File: config.mk
export PLATFORM = sky130hd
export DESIGN_NAME = spline_blob_decoder_unit
export DESIGN_NICKNAME = d
export VERILOG_FILES = /design/src/hdl/sbd_pkg.sv /design/src/hdl/spline_blob_decoder_unit.sv /design/src/hdl/sbd_front.sv /design/src/hdl/sbd_queue.sv /design/src/hdl/sbd_back.sv
export SDC_FILE = /design/constraint.sdc
export NUM_CORES = 2
export LEC_CHECK = 0
export BUFFER_PORTS_ARGS = -buffer_cell sky130_fd_sc_hd__buf_2
export CORE_MARGIN = 10
export CORE_UTILIZATION = 59
export CTS_CLUSTER_SIZE = 24
export DETAILED_ROUTE_END_ITERATION = 7
export MAX_ROUTING_LAYER = met4
export PLACE_DENSITY = 0.76
export SYNTH_ARGS = -nofsm -noshare
export SYNTH_HDL_FRONTEND = slang
export SYNTH_HIERARCHICAL = 1
export SYNTH_SLANG_ARGS = --single-unit
File: constraint.sdc
create_clock -name i_clk -period 73 [get_ports i_clk]
set_input_delay 21.9 -clock i_clk [delete_from_list [all_inputs] [get_ports i_clk]]
set_output_delay 21.9 -clock i_clk [all_outputs]
set_load 0.02 [all_outputs]
File: src/hdl/sbd_pkg.sv
// Shared types, phase and field codes, and float widening for the spline blob decoder.
package sbd_pkg;

    // Parse phases
    localparam logic [4:0] P_H1        = 5'd0;
    localparam logic [4:0] P_H2        = 5'd1;
    localparam logic [4:0] P_PRESLOPE  = 5'd2;
    localparam logic [4:0] P_POSTSLOPE = 5'd3;
    localparam logic [4:0] P_LSTART    = 5'd4;
    localparam logic [4:0] P_LEND      = 5'd5;
    localparam logic [4:0] P_LPRE      = 5'd6;
    localparam logic [4:0] P_LPOST     = 5'd7;
    localparam logic [4:0] P_LOFF      = 5'd8;
    localparam logic [4:0] P_COUNT     = 5'd9;
    localparam logic [4:0] P_KFLAG     = 5'd10;
    localparam logic [4:0] P_KTIME     = 5'd11;
    localparam logic [4:0] P_KVAL      = 5'd12;
    localparam logic [4:0] P_KPREVAL   = 5'd13;
    localparam logic [4:0] P_KPREW     = 5'd14;
    localparam logic [4:0] P_KPOSTW    = 5'd15;
    localparam logic [4:0] P_KPRES     = 5'd16;
    localparam logic [4:0] P_KPOSTS    = 5'd17;
    localparam logic [4:0] P_KALGO     = 5'd18;
    localparam logic [4:0] P_KEND      = 5'd19;
    localparam logic [4:0] P_DONE      = 5'd20;

    // Result field codes
    localparam logic [4:0] C_VERSION  = 5'd0;
    localparam logic [4:0] C_VTYPE    = 5'd1;
    localparam logic [4:0] C_CURVE    = 5'd2;
    localparam logic [4:0] C_PREMODE  = 5'd3;
    localparam logic [4:0] C_POSTMODE = 5'd4;
    localparam logic [4:0] C_LOOPFLAG = 5'd5;
    localparam logic [4:0] C_PRESLOPE = 5'd6;
    localparam logic [4:0] C_POSTSLP  = 5'd7;
    localparam logic [4:0] C_LSTART   = 5'd8;
    localparam logic [4:0] C_LEND     = 5'd9;
    localparam logic [4:0] C_LPRE     = 5'd10;
    localparam logic [4:0] C_LPOST    = 5'd11;
    localparam logic [4:0] C_LOFF     = 5'd12;
    localparam logic [4:0] C_COUNT    = 5'd13;
    localparam logic [4:0] C_KDUAL    = 5'd14;
    localparam logic [4:0] C_KINTERP  = 5'd15;
    localparam logic [4:0] C_KTIME    = 5'd16;
    localparam logic [4:0] C_KVAL     = 5'd17;
    localparam logic [4:0] C_KPREVAL  = 5'd18;
    localparam logic [4:0] C_KPREW    = 5'd19;
    localparam logic [4:0] C_KPOSTW   = 5'd20;
    localparam logic [4:0] C_KPRES    = 5'd21;
    localparam logic [4:0] C_KPOSTS   = 5'd22;
    localparam logic [4:0] C_KPREALG  = 5'd23;
    localparam logic [4:0] C_KPOSTALG = 5'd24;
    localparam logic [4:0] C_END      = 5'd25;

    // Status codes
    localparam logic [1:0] S_OK       = 2'd0;
    localparam logic [1:0] S_TRUNC    = 2'd1;
    localparam logic [1:0] S_OVERSIZE = 2'd2;

    // Value types
    localparam logic [1:0] VT_FLOAT = 2'd2;
    localparam logic [1:0] VT_HALF  = 2'd3;

    localparam int NRES = 4;

    typedef struct packed {
        logic [4:0]  code;
        logic [63:0] value;
        logic [19:0] knot;
        logic [1:0]  status;
        logic        last;
    } t_res;

    typedef struct packed {
        logic [2:0]           cnt;
        t_res [NRES-1:0]      res;
    } t_bundle;

    function automatic logic [3:0] val_bytes(input logic [1:0] vt);
        unique case (vt)
            VT_FLOAT: val_bytes = 4'd4;
            VT_HALF:  val_bytes = 4'd2;
            default:  val_bytes = 4'd8;
        endcase
    endfunction

    function automatic logic [3:0] field_size(input logic [4:0] ph, input logic [1:0] vt);
        unique case (ph)
            P_H1, P_H2, P_KFLAG, P_KALGO:           field_size = 4'd1;
            P_LPRE, P_LPOST, P_COUNT:               field_size = 4'd4;
            P_KVAL, P_KPREVAL, P_KPRES, P_KPOSTS:   field_size = val_bytes(vt);
            default:                                field_size = 4'd8;
        endcase
    endfunction

    // Widen float or half bits to double bits, exactly except that NaNs are made quiet
    function automatic logic [63:0] widen(input logic [63:0] v, input logic [1:0] vt);
        logic        s;
        logic [10:0] e;
        logic [51:0] m;
        logic [4:0]  k;
        logic        hit;
        s = 1'b0; e = 11'd0; m = 52'd0; k = 5'd0; hit = 1'b0;
        if (vt == VT_FLOAT) begin
            s = v[31];
            if (v[30:23] == 8'hff) begin
                e = 11'd2047;
                m = {v[22:0], 29'd0};
                if (v[22:0] != 23'd0) m[51] = 1'b1;
            end else if (v[30:23] == 8'h00) begin
                if (v[22:0] != 23'd0) begin
                    // find leading one of the subnormal fraction
                    for (int i = 22; i >= 0; i--) begin
                        if (!hit && v[i]) begin
                            hit = 1'b1;
                            k = 5'(23 - i);
                        end
                    end
                    e = 11'(11'd897 - 11'(k));
                    m = {23'(v[22:0] << k), 29'd0};
                end
            end else begin
                e = 11'(v[30:23]) + 11'd896;
                m = {v[22:0], 29'd0};
            end
            widen = {s, e, m};
        end else if (vt == VT_HALF) begin
            s = v[15];
            if (v[14:10] == 5'h1f) begin
                e = 11'd2047;
                m = {v[9:0], 42'd0};
                if (v[9:0] != 10'd0) m[51] = 1'b1;
            end else if (v[14:10] == 5'h00) begin
                if (v[9:0] != 10'd0) begin
                    for (int i = 9; i >= 0; i--) begin
                        if (!hit && v[i]) begin
                            hit = 1'b1;
                            k = 5'(10 - i);
                        end
                    end
                    e = 11'(11'd1009 - 11'(k));
                    m = {10'(v[9:0] << k), 42'd0};
                end
            end else begin
                e = 11'(v[14:10]) + 11'd1008;
                m = {v[9:0], 42'd0};
            end
            widen = {s, e, m};
        end else begin
            widen = v;
        end
    endfunction

endpackage

File: src/hdl/spline_blob_decoder_unit.sv
// Top level of the spline blob decoder: config register, parser, queue and output stage.
//
//  channel   dir  handshake          payload
//  s_*       in   s_tvalid/s_tready  s_tdata[7:0]=data_byte, s_tlast=final_byte
//  m_*       out  m_tvalid/m_tready  m_tdata=value,knot,status; m_tuser=code; m_tlast=end
//  apb       in   psel/penable/pwrite/pready  addr 0: blob_length[19:0]
//
// One byte is taken per cycle while the four-bundle queue has room.
// Each byte yields zero to four results, sent one per cycle from the output register while m_tready is high.
// A byte's results pass through a queue entry and then the output register.
// Reset is synchronous and active low; it clears parse state and the queue.
// A stalled output fills the queue, after which s_tready drops.
module spline_blob_decoder_unit #(
    parameter int LENGTH_BITS = 20
) (
    input  logic        i_clk,
    input  logic        i_rst_n,
    input  logic        s_tvalid,
    output logic        s_tready,
    input  logic [7:0]  s_tdata,    // [7:0] data_byte
    input  logic        s_tlast,
    output logic        m_tvalid,
    input  logic        m_tready,
    output logic [87:0] m_tdata,    // [63:0] field_value, [83:64] knot_number, [85:84] status
    output logic [7:0]  m_tuser,    // [4:0] field_code
    output logic        m_tlast,
    input  logic        psel,
    input  logic        penable,
    input  logic        pwrite,
    input  logic [2:0]  paddr,
    input  logic [31:0] pwdata,
    output logic [31:0] prdata,
    output logic        pready
);

    localparam logic [2:0] A_BLOB_LEN = 3'd0;

    logic [19:0]      r_blob_len;
    sbd_pkg::t_bundle w_bundle, w_head;
    sbd_pkg::t_res    w_res;
    logic             w_take, w_push, w_pop, w_empty, w_full;

    // Config register
    assign pready = 1'b1;
    assign prdata = (paddr == A_BLOB_LEN) ? {12'd0, r_blob_len} : 32'd0;

    always_ff @(posedge i_clk) begin
        if (!i_rst_n) begin
            r_blob_len <= '0;
        end else if (psel && penable && pwrite && pready && paddr == A_BLOB_LEN) begin
            r_blob_len <= pwdata[19:0];
        end
    end

    assign s_tready = !w_full;
    assign w_take   = s_tvalid && s_tready;
    assign w_push   = w_take && (w_bundle.cnt != 3'd0);

    sbd_front #(.LENGTH_BITS(LENGTH_BITS)) u_front (
        .i_clk(i_clk), .i_rst_n(i_rst_n), .i_take(w_take), .i_byte(s_tdata),
        .i_final(s_tlast), .i_blob_len(r_blob_len), .o_bundle(w_bundle)
    );

    sbd_queue u_queue (
        .i_clk(i_clk), .i_rst_n(i_rst_n), .i_push(w_push), .i_data(w_bundle),
        .i_pop(w_pop), .o_head(w_head), .o_empty(w_empty), .o_full(w_full)
    );

    sbd_back u_back (
        .i_clk(i_clk), .i_rst_n(i_rst_n), .i_head(w_head), .i_empty(w_empty),
        .o_pop(w_pop), .i_ready(m_tready), .o_valid(m_tvalid), .o_res(w_res)
    );

    assign m_tdata = {2'b00, w_res.status, w_res.knot, w_res.value};
    assign m_tuser = {3'b000, w_res.code};
    assign m_tlast = w_res.last;

`ifndef NO_ASSERTIONS
    a_no_overflow: assert property (@(posedge i_clk) disable iff (!i_rst_n)
        w_push |-> !w_full) else $error("queue push while full");
    a_end_code: assert property (@(posedge i_clk) disable iff (!i_rst_n)
        (m_tvalid && m_tlast) |-> (m_tuser[4:0] == sbd_pkg::C_END))
        else $error("end marker on non-end field");
    a_status_end: assert property (@(posedge i_clk) disable iff (!i_rst_n)
        (m_tvalid && !m_tlast) |-> (m_tdata[85:84] == sbd_pkg::S_OK))
        else $error("error status outside end result");
    a_pop_nonempty: assert property (@(posedge i_clk) disable iff (!i_rst_n)
        w_pop |-> !w_empty) else $error("queue pop while empty");
`endif

endmodule

File: src/hdl/sbd_front.sv
// Front end: byte parser that turns each byte into a bundle of up to four results.
module sbd_front #(
    parameter int LENGTH_BITS = 20
) (
    input  logic                i_clk,
    input  logic                i_rst_n,
    input  logic                i_take,
    input  logic [7:0]          i_byte,
    input  logic                i_final,
    input  logic [19:0]         i_blob_len,
    output sbd_pkg::t_bundle    o_bundle
);

    logic [4:0]             r_phase, n_phase;
    logic [2:0]             r_fbc, n_fbc;
    logic [63:0]            r_asm, n_asm;
    logic [3:0]             r_ver, n_ver;
    logic [1:0]             r_vt, n_vt;
    logic                   r_herm, n_herm;
    logic [2:0]             r_pre, n_pre;
    logic [2:0]             r_post, n_post;
    logic                   r_loop, n_loop;
    logic [31:0]            r_kleft, n_kleft;
    logic [LENGTH_BITS-1:0] r_kcnt, n_kcnt;
    logic                   r_dual, n_dual;
    logic [LENGTH_BITS-1:0] r_bl, n_bl;

    // Parse one byte
    always_comb begin
        sbd_pkg::t_bundle bnd;
        logic [2:0]   c;
        logic [3:0]   size;
        logic [63:0]  v;
        logic [63:0]  w;
        logic [19:0]  kn;
        logic [4:0]   p;
        logic [5:0]   mk;
        logic [37:0]  prod;
        logic         done;
        bnd = '0; c = 3'd0; v = '0; w = '0; p = sbd_pkg::P_DONE; mk = '0; prod = '0;
        done = 1'b0;
        n_phase = r_phase; n_fbc = r_fbc; n_asm = r_asm; n_ver = r_ver; n_vt = r_vt;
        n_herm = r_herm; n_pre = r_pre; n_post = r_post; n_loop = r_loop;
        n_kleft = r_kleft; n_kcnt = r_kcnt; n_dual = r_dual; n_bl = r_bl;
        kn = 20'(r_kcnt);
        size = sbd_pkg::field_size(r_phase, r_vt);

        if (r_phase != sbd_pkg::P_DONE) begin
            if (r_phase == sbd_pkg::P_H1 && r_fbc == 3'd0) n_bl = LENGTH_BITS'(i_blob_len);
            if (r_fbc == 3'd0 && n_bl < LENGTH_BITS'(size)) begin
                bnd.res[c[1:0]] = '{sbd_pkg::C_END, 64'd0, kn, sbd_pkg::S_TRUNC, 1'b1};
                c = c + 3'd1;
                n_phase = sbd_pkg::P_DONE;
            end else begin
                v = r_asm | (64'(i_byte) << {r_fbc, 3'b000});
                n_asm = v;
                if (n_bl != '0) n_bl = n_bl - 1'b1;
                n_fbc = r_fbc + 3'd1;
                if ({1'b0, n_fbc} >= size || r_fbc == 3'd7) begin
                    n_fbc = 3'd0;
                    n_asm = '0;
                    w = sbd_pkg::widen(v, r_vt);
                    unique case (r_phase)
                        sbd_pkg::P_H1: begin
                            n_ver = v[3:0]; n_vt = v[5:4]; n_herm = v[7];
                            bnd.res[0] = '{sbd_pkg::C_VERSION, 64'(v[3:0]), 20'd0,
                                           sbd_pkg::S_OK, 1'b0};
                            bnd.res[1] = '{sbd_pkg::C_VTYPE,
                                           (v[5:4] == 2'd0) ? 64'd1 : 64'(v[5:4]), 20'd0,
                                           sbd_pkg::S_OK, 1'b0};
                            bnd.res[2] = '{sbd_pkg::C_CURVE, 64'(v[7]), 20'd0,
                                           sbd_pkg::S_OK, 1'b0};
                            c = 3'd3;
                            p = sbd_pkg::P_H2;
                        end
                        sbd_pkg::P_H2: begin
                            n_pre = v[2:0]; n_post = v[5:3]; n_loop = v[6];
                            bnd.res[0] = '{sbd_pkg::C_PREMODE, 64'(v[2:0]), 20'd0,
                                           sbd_pkg::S_OK, 1'b0};
                            bnd.res[1] = '{sbd_pkg::C_POSTMODE, 64'(v[5:3]), 20'd0,
                                           sbd_pkg::S_OK, 1'b0};
                            bnd.res[2] = '{sbd_pkg::C_LOOPFLAG, 64'(v[6]), 20'd0,
                                           sbd_pkg::S_OK, 1'b0};
                            c = 3'd3;
                            p = (v[2:0] == 3'd3) ? sbd_pkg::P_PRESLOPE :
                                (v[5:3] == 3'd3) ? sbd_pkg::P_POSTSLOPE :
                                v[6] ? sbd_pkg::P_LSTART : sbd_pkg::P_COUNT;
                        end
                        sbd_pkg::P_PRESLOPE: begin
                            bnd.res[0] = '{sbd_pkg::C_PRESLOPE, v, 20'd0, sbd_pkg::S_OK, 1'b0};
                            c = 3'd1;
                            p = (r_post == 3'd3) ? sbd_pkg::P_POSTSLOPE :
                                r_loop ? sbd_pkg::P_LSTART : sbd_pkg::P_COUNT;
                        end
                        sbd_pkg::P_POSTSLOPE: begin
                            bnd.res[0] = '{sbd_pkg::C_POSTSLP, v, 20'd0, sbd_pkg::S_OK, 1'b0};
                            c = 3'd1;
                            p = r_loop ? sbd_pkg::P_LSTART : sbd_pkg::P_COUNT;
                        end
                        sbd_pkg::P_LSTART: begin
                            bnd.res[0] = '{sbd_pkg::C_LSTART, v, 20'd0, sbd_pkg::S_OK, 1'b0};
                            c = 3'd1; p = sbd_pkg::P_LEND;
                        end
                        sbd_pkg::P_LEND: begin
                            bnd.res[0] = '{sbd_pkg::C_LEND, v, 20'd0, sbd_pkg::S_OK, 1'b0};
                            c = 3'd1; p = sbd_pkg::P_LPRE;
                        end
                        sbd_pkg::P_LPRE: begin
                            bnd.res[0] = '{sbd_pkg::C_LPRE, {{32{v[31]}}, v[31:0]}, 20'd0,
                                           sbd_pkg::S_OK, 1'b0};
                            c = 3'd1; p = sbd_pkg::P_LPOST;
                        end
                        sbd_pkg::P_LPOST: begin
                            bnd.res[0] = '{sbd_pkg::C_LPOST, {{32{v[31]}}, v[31:0]}, 20'd0,
                                           sbd_pkg::S_OK, 1'b0};
                            c = 3'd1; p = sbd_pkg::P_LOFF;
                        end
                        sbd_pkg::P_LOFF: begin
                            bnd.res[0] = '{sbd_pkg::C_LOFF, v, 20'd0, sbd_pkg::S_OK, 1'b0};
                            c = 3'd1; p = sbd_pkg::P_COUNT;
                        end
                        sbd_pkg::P_COUNT: begin
                            bnd.res[0] = '{sbd_pkg::C_COUNT, {32'd0, v[31:0]}, 20'd0,
                                           sbd_pkg::S_OK, 1'b0};
                            c = 3'd1;
                            n_kleft = v[31:0];
                            n_kcnt = '0;
                            // minimum knot record size
                            mk = 6'd9 + 6'(3 * sbd_pkg::val_bytes(r_vt))
                               + (r_herm ? 6'd0 : 6'd16) + ((r_ver > 4'd1) ? 6'd1 : 6'd0);
                            prod = 38'(v[31:0]) * 38'(mk);
                            p = sbd_pkg::P_KFLAG;
                            if (prod > 38'(n_bl)) begin
                                bnd.res[1] = '{sbd_pkg::C_END, 64'd0, 20'd0,
                                               sbd_pkg::S_OVERSIZE, 1'b1};
                                c = 3'd2; done = 1'b1;
                            end else if (v[31:0] == 32'd0) begin
                                bnd.res[1] = '{sbd_pkg::C_END, 64'd0, 20'd0,
                                               sbd_pkg::S_OK, 1'b1};
                                c = 3'd2; done = 1'b1;
                            end
                        end
                        sbd_pkg::P_KFLAG: begin
                            n_dual = v[0];
                            bnd.res[0] = '{sbd_pkg::C_KDUAL, 64'(v[0]), kn, sbd_pkg::S_OK, 1'b0};
                            bnd.res[1] = '{sbd_pkg::C_KINTERP, 64'(v[2:1]), kn,
                                           sbd_pkg::S_OK, 1'b0};
                            c = 3'd2; p = sbd_pkg::P_KTIME;
                        end
                        sbd_pkg::P_KTIME: begin
                            bnd.res[0] = '{sbd_pkg::C_KTIME, v, kn, sbd_pkg::S_OK, 1'b0};
                            c = 3'd1; p = sbd_pkg::P_KVAL;
                        end
                        sbd_pkg::P_KVAL: begin
                            bnd.res[0] = '{sbd_pkg::C_KVAL, w, kn, sbd_pkg::S_OK, 1'b0};
                            c = 3'd1;
                            if (!r_dual) begin
                                bnd.res[1] = '{sbd_pkg::C_KPREVAL, w, kn, sbd_pkg::S_OK, 1'b0};
                                c = 3'd2;
                            end
                            p = r_dual ? sbd_pkg::P_KPREVAL :
                                !r_herm ? sbd_pkg::P_KPREW : sbd_pkg::P_KPRES;
                        end
                        sbd_pkg::P_KPREVAL: begin
                            bnd.res[0] = '{sbd_pkg::C_KPREVAL, w, kn, sbd_pkg::S_OK, 1'b0};
                            c = 3'd1;
                            p = !r_herm ? sbd_pkg::P_KPREW : sbd_pkg::P_KPRES;
                        end
                        sbd_pkg::P_KPREW: begin
                            bnd.res[0] = '{sbd_pkg::C_KPREW, v, kn, sbd_pkg::S_OK, 1'b0};
                            c = 3'd1; p = sbd_pkg::P_KPOSTW;
                        end
                        sbd_pkg::P_KPOSTW: begin
                            bnd.res[0] = '{sbd_pkg::C_KPOSTW, v, kn, sbd_pkg::S_OK, 1'b0};
                            c = 3'd1; p = sbd_pkg::P_KPRES;
                        end
                        sbd_pkg::P_KPRES: begin
                            bnd.res[0] = '{sbd_pkg::C_KPRES, w, kn, sbd_pkg::S_OK, 1'b0};
                            c = 3'd1; p = sbd_pkg::P_KPOSTS;
                        end
                        sbd_pkg::P_KPOSTS: begin
                            bnd.res[0] = '{sbd_pkg::C_KPOSTS, w, kn, sbd_pkg::S_OK, 1'b0};
                            c = 3'd1;
                            p = (r_ver > 4'd1) ? sbd_pkg::P_KALGO : sbd_pkg::P_KEND;
                        end
                        default: begin
                            bnd.res[0] = '{sbd_pkg::C_KPREALG, 64'(v[3:0]), kn,
                                           sbd_pkg::S_OK, 1'b0};
                            bnd.res[1] = '{sbd_pkg::C_KPOSTALG, 64'(v[7:4]), kn,
                                           sbd_pkg::S_OK, 1'b0};
                            c = 3'd2; p = sbd_pkg::P_KEND;
                        end
                    endcase
                    if (done) begin
                        n_phase = sbd_pkg::P_DONE;
                    end else if (p == sbd_pkg::P_KEND) begin
                        // close the knot
                        n_kcnt = r_kcnt + 1'b1;
                        n_kleft = r_kleft - 32'd1;
                        if (n_kleft == 32'd0) begin
                            bnd.res[c[1:0]] = '{sbd_pkg::C_END, 64'd0, 20'(n_kcnt),
                                                sbd_pkg::S_OK, 1'b1};
                            c = c + 3'd1;
                            n_phase = sbd_pkg::P_DONE;
                        end else begin
                            n_phase = sbd_pkg::P_KFLAG;
                        end
                    end else begin
                        n_phase = p;
                    end
                end
            end
        end

        // last byte: end the blob if still open, then restart
        if (i_final) begin
            if (n_phase != sbd_pkg::P_DONE) begin
                bnd.res[c[1:0]] = '{sbd_pkg::C_END, 64'd0, 20'(n_kcnt),
                                    sbd_pkg::S_TRUNC, 1'b1};
                c = c + 3'd1;
            end
            n_phase = sbd_pkg::P_H1;
            n_fbc = 3'd0;
            n_asm = '0;
            n_kleft = '0;
            n_kcnt = '0;
            n_dual = 1'b0;
        end
        bnd.cnt = c;
        o_bundle = bnd;
    end

    // Advance parse state on each accepted word
    always_ff @(posedge i_clk) begin
        if (!i_rst_n) begin
            r_phase <= sbd_pkg::P_H1;
            r_fbc   <= '0;
            r_asm   <= '0;
            r_ver   <= '0;
            r_vt    <= '0;
            r_herm  <= 1'b0;
            r_pre   <= '0;
            r_post  <= '0;
            r_loop  <= 1'b0;
            r_kleft <= '0;
            r_kcnt  <= '0;
            r_dual  <= 1'b0;
            r_bl    <= '0;
        end else if (i_take) begin
            r_phase <= n_phase;
            r_fbc   <= n_fbc;
            r_asm   <= n_asm;
            r_ver   <= n_ver;
            r_vt    <= n_vt;
            r_herm  <= n_herm;
            r_pre   <= n_pre;
            r_post  <= n_post;
            r_loop  <= n_loop;
            r_kleft <= n_kleft;
            r_kcnt  <= n_kcnt;
            r_dual  <= n_dual;
            r_bl    <= n_bl;
        end
    end

endmodule

File: src/hdl/sbd_queue.sv
// Short bundle queue between parser and output sequencer.
module sbd_queue (
    input  logic              i_clk,
    input  logic              i_rst_n,
    input  logic              i_push,
    input  sbd_pkg::t_bundle  i_data,
    input  logic              i_pop,
    output sbd_pkg::t_bundle  o_head,
    output logic              o_empty,
    output logic              o_full
);

    localparam int DEPTH = 4;

    sbd_pkg::t_bundle r_mem [DEPTH];
    logic [1:0] r_wp, r_rp;
    logic [2:0] r_cnt;

    assign o_head  = r_mem[r_rp];
    assign o_empty = (r_cnt == 3'd0);
    assign o_full  = (r_cnt == 3'(DEPTH));

    // Store pushed bundles
    always_ff @(posedge i_clk) begin
        if (i_push) r_mem[r_wp] <= i_data;
    end

    // Advance pointers and fill level
    always_ff @(posedge i_clk) begin
        if (!i_rst_n) begin
            r_wp  <= '0;
            r_rp  <= '0;
            r_cnt <= '0;
        end else begin
            if (i_push) r_wp <= r_wp + 2'd1;
            if (i_pop)  r_rp <= r_rp + 2'd1;
            r_cnt <= r_cnt + (i_push ? 3'd1 : 3'd0) - (i_pop ? 3'd1 : 3'd0);
        end
    end

endmodule

File: src/hdl/sbd_back.sv
// Back end: walks each queued bundle and presents one result per word in an output register.
module sbd_back (
    input  logic              i_clk,
    input  logic              i_rst_n,
    input  sbd_pkg::t_bundle  i_head,
    input  logic              i_empty,
    output logic              o_pop,
    input  logic              i_ready,
    output logic              o_valid,
    output sbd_pkg::t_res     o_res
);

    logic [1:0]    r_idx;
    logic          r_valid;
    sbd_pkg::t_res r_res;
    logic          w_load;
    logic          w_lastslot;

    assign w_load     = !i_empty && (!r_valid || i_ready);
    assign w_lastslot = ({1'b0, r_idx} == (i_head.cnt - 3'd1));
    assign o_pop      = w_load && w_lastslot;
    assign o_valid    = r_valid;
    assign o_res      = r_res;

    // Hold the result until taken, load the next slot when free
    always_ff @(posedge i_clk) begin
        if (!i_rst_n) begin
            r_valid <= 1'b0;
            r_idx   <= '0;
        end else if (w_load) begin
            r_valid <= 1'b1;
            r_idx   <= w_lastslot ? 2'd0 : r_idx + 2'd1;
        end else if (i_ready) begin
            r_valid <= 1'b0;
        end
    end

    always_ff @(posedge i_clk) begin
        if (w_load) r_res <= i_head.res[r_idx];
    end

endmodule

==> flow_summary.ini <==
[timing]
slew_viol_final = 0
fin_skew_ps = 51.3
max_freq_mhz = 22.2
setup_viol = 0
tightest_slew_ps = 1410
finalCritPeriodShare_pct = 61.7
fin_ws_ps = 27990
period_needed_ps = 45010
rsz0062_at_grt = false
hold_violations = 0
final.setup.tns_ps = 0
maxSlewHeadroom_pct = 5.18

[clock_network]
clkTransAtPathRegs_ps = 60
hold_buffers = 0
htreeDepth = 4
post_cts_resized = 0
numCtsBuffers = 174
clk_latency_ps = 840
root_buffer = clkbuf_16
cts.sink_count = 1763
clock_path_buffers = 3
cts_tree = yes
cts_setup_buffers = 0

[floorplan]
die_h_um = 398
start_util_pct = 59.5
dieArea_mm2 = 0.159
coreArea_mm2 = 0.142
pin_count = 183
chipWidth_um = 398
rows = 138

[yosys]
synth_area_per_cell_um2 = 14.5
synth-seq-cells = 1763
synthFlopType = edfxtp_1
synth_area_leader_cell = edfxtp_1
synth.distinct_cells = 107
ys_seq_area_share_pct = 60.5
synthTopCellsByArea = edfxtp_1 (56%), mux4_2 (12%), dfxtp_1 (4.4%), fa_1 (2.9%), nor2_1 (1.9%)
syn_inst = 5827
synth_top_cell_area_share_pct = 56.0
yosys_warnings = 6
synth_edf_count = 1576
async_flop_share_pct = 0
syn_area_mm2 = 0.0844

[worst_setup_path]
start_kind = input pin
crit_path_top_delay_cell = nor3_2
rr_endpoint = u_queue/r_mem[1][44]
crit_chain = buf_2 -> nor3_2 -> and2_1 -> buf_2
crit_path_end = prdata[2]
critPathMaxStageDelay_ps = 710
path_class = in -> out
cp.required_ps = 51100
ff2ff_path_depth = 47
path_depth = 4
r2r_slack_ps = 56730
r2r_start = u_front/r_vt[0]
worstPathBufferInverterCount = 2
cp-end-kind = output pin
crit_fanout = 21
arrival_ps = 23110
crit_top_cell = buf_2
critPathLaunch = paddr[1]
crit_family = simple AND/OR/NAND/NOR gates

[grt]
grt_pass1_wl_um = 322000
grt_pass1_vias = 51271
grt_start_max_net_pins = 134
grt_use_met3_pct = 4.84
gr-usage-all-layers_pct = 27.3
grt_use_met1_pct = 36.4
busiest_layer = met2
overflow = 0
antenna_found_initial = 7
use_met2_pct = 42.3

[hold_path]
hold_class = reg -> reg

[placement]
place_ws_ps = 28010
routabilityCongestion = 0.985
dp.cells = 7598
io_buffers = 152
place_hpwl_um = 132000

[routing]
drcViolationCount = 0
vias = 51746
wirelength_um = 212000
drt-vias-per-instance = 6.53
drt_first_pass_iters = 8
ant_nets = 0
wire_per_inst_um = 26.7
drt_iter0_drc = 6306

[cells_and_area]
syn2layout_area_growth_pct = 8.78
instances_no_fill = 7929
drive_gt1_share_pct = 18.1
nNetsFinal = 6161

[power]
p_leak_nw = 31.3
power.density_mw_per_mm2 = 46.1
vdd_ir_drop_max_uv = 88.1

[flow_run]
cap_violations = 0

[status]
status = finished clean
how the worst min path moves through the flow:
| stage | from | to | cells after the start |
|---|---|---|---|
| 6_report | u_front/r_asm[35] | u_front/r_asm[35] | 2 |
| 5_1_grt | u_front/r_asm[35] | u_front/r_asm[35] | 2 |
| 4_1_cts | u_front/r_asm[57] | u_front/r_asm[57] | 2 |
| 3_5_place_dp | u_front/r_asm[57] | u_front/r_asm[57] | 2 |
| 3_3_place_gp | u_front/r_asm[46] | u_front/r_asm[46] | 2 |
| 2_1_floorplan | u_front/r_asm[32] | u_front/r_asm[32] | 2 |
kinds of logic after synthesis:
family | share of synthesized area, %
fa+ha+maj | 4.43
simple gates | 7.92
flops | 60.5
other cells | 0.0133
mux | 13.7
compound gates | 7.82
xor+xnor | 1.04
buf+inv | 4.60
worst reg2reg max path, delay by kind of cell (launching register included):
kind | cells | cell delay, ps
AO/OA/AOI/OAI | 9 | 2960
flip-flops | 1 | 520
AND/OR/NAND/NOR | 13 | 3440
XOR/XNOR | 2 | 250
adder cells (fa/ha/maj) | 11 | 3980
multiplexers | 1 | 140
buffers and inverters | 11 | 4560
cells in the mapped netlist (all sizes together) (20+ instances only):
library cell and n:
nor3 143, a21o 44, fa 122, or3 20
o21ai 191, nor2 432, mux4 468, xnor2 77
nand3 93, o21a 28, a21oi 282, nor2b 21
nand2b 28, or2 21, dfxtp 187, o31ai 25
and3 24, and2 90, ha 104, inv 217
edfxtp 1576, nand4 44, xor2 21, o211ai 30
buf 305, clkbuf 234, nor4 40, o22ai 88
a211oi 43, a22oi 54, nand2 374, a31oi 36
mux2i 94
per-stage QoR:
stage / hold WS, ps / utilization [%] / power [mW] / cell area, um^2
finish: 470 / 64.7 / 4.23 / 91900
global route: 501 / 64.7 / 4.42 / 91800
CTS: 473 / 64.7 / 4.23 / 91800
detailed placement: 458 / 60.7 / 3.33 / 86200
global placement: 448 / 60.7 / 3.30 / 86200
floorplan: 438 / - / 2.89 / 85000
report_power, final:
part	internal (mW)	switching [mW]
registers	1.50	0.0726
logic	0.587	1.19
clock network	0.496	0.385
layout make-up:
class                           instances  area [um^2]
Sequential cell                      1763        51100
Clock inverter                        100         1010
Tap cell                             1890         2360
Timing Repair Buffer                  273         1730
Multi-Input combinational cell       3452        30200
Inverter                              220          828
Clock buffer                          221         4630
Antenna cell                           10         25.0
Fill cell                            9889        50100
registers in the layout (all words and copies together) (netlist names), 3 cells and up, named ones only:
| register | cells |
|---|---|
| r_blob_len | 20 |
| u_back/o_res | 92 |
| u_front/r_asm | 64 |
| u_front/r_bl | 20 |
| u_front/r_fbc | 3 |
| u_front/r_kcnt | 20 |
| u_front/r_kleft | 32 |
| u_front/r_phase | 5 |
| u_front/r_post | 3 |
| u_front/r_ver | 3 |
| u_queue/r_cnt | 3 |
| u_queue/r_mem | 1484 |
routing by layer:
metal	part of all wire [%]	vias up
met5	0	-
met4	3.9	0
met3	8.7	520
met2	48	2629
met1	39	26217
li1	-	22380
placed cells by master (no fill, tap or decap), types with 54 or more instances in the layout:
cell	count
ha_1	104
nor2_1	428
fa_1	122
nand2_1	372
mux4_2	468
clkbuf_16	178
conb_1	150
edfxtp_1	1576
buf_4	117
inv_1	215
a21oi_1	274
a22oi_1	54
and2_1	86
mux2i_1	94
o22ai_1	87
nand3_1	93
buf_2	151
o21ai_0	180
nor3_1	138
xnor2_1	76
dfxtp_1	183
Note: power is estimated with default switching activity, not from simulation.
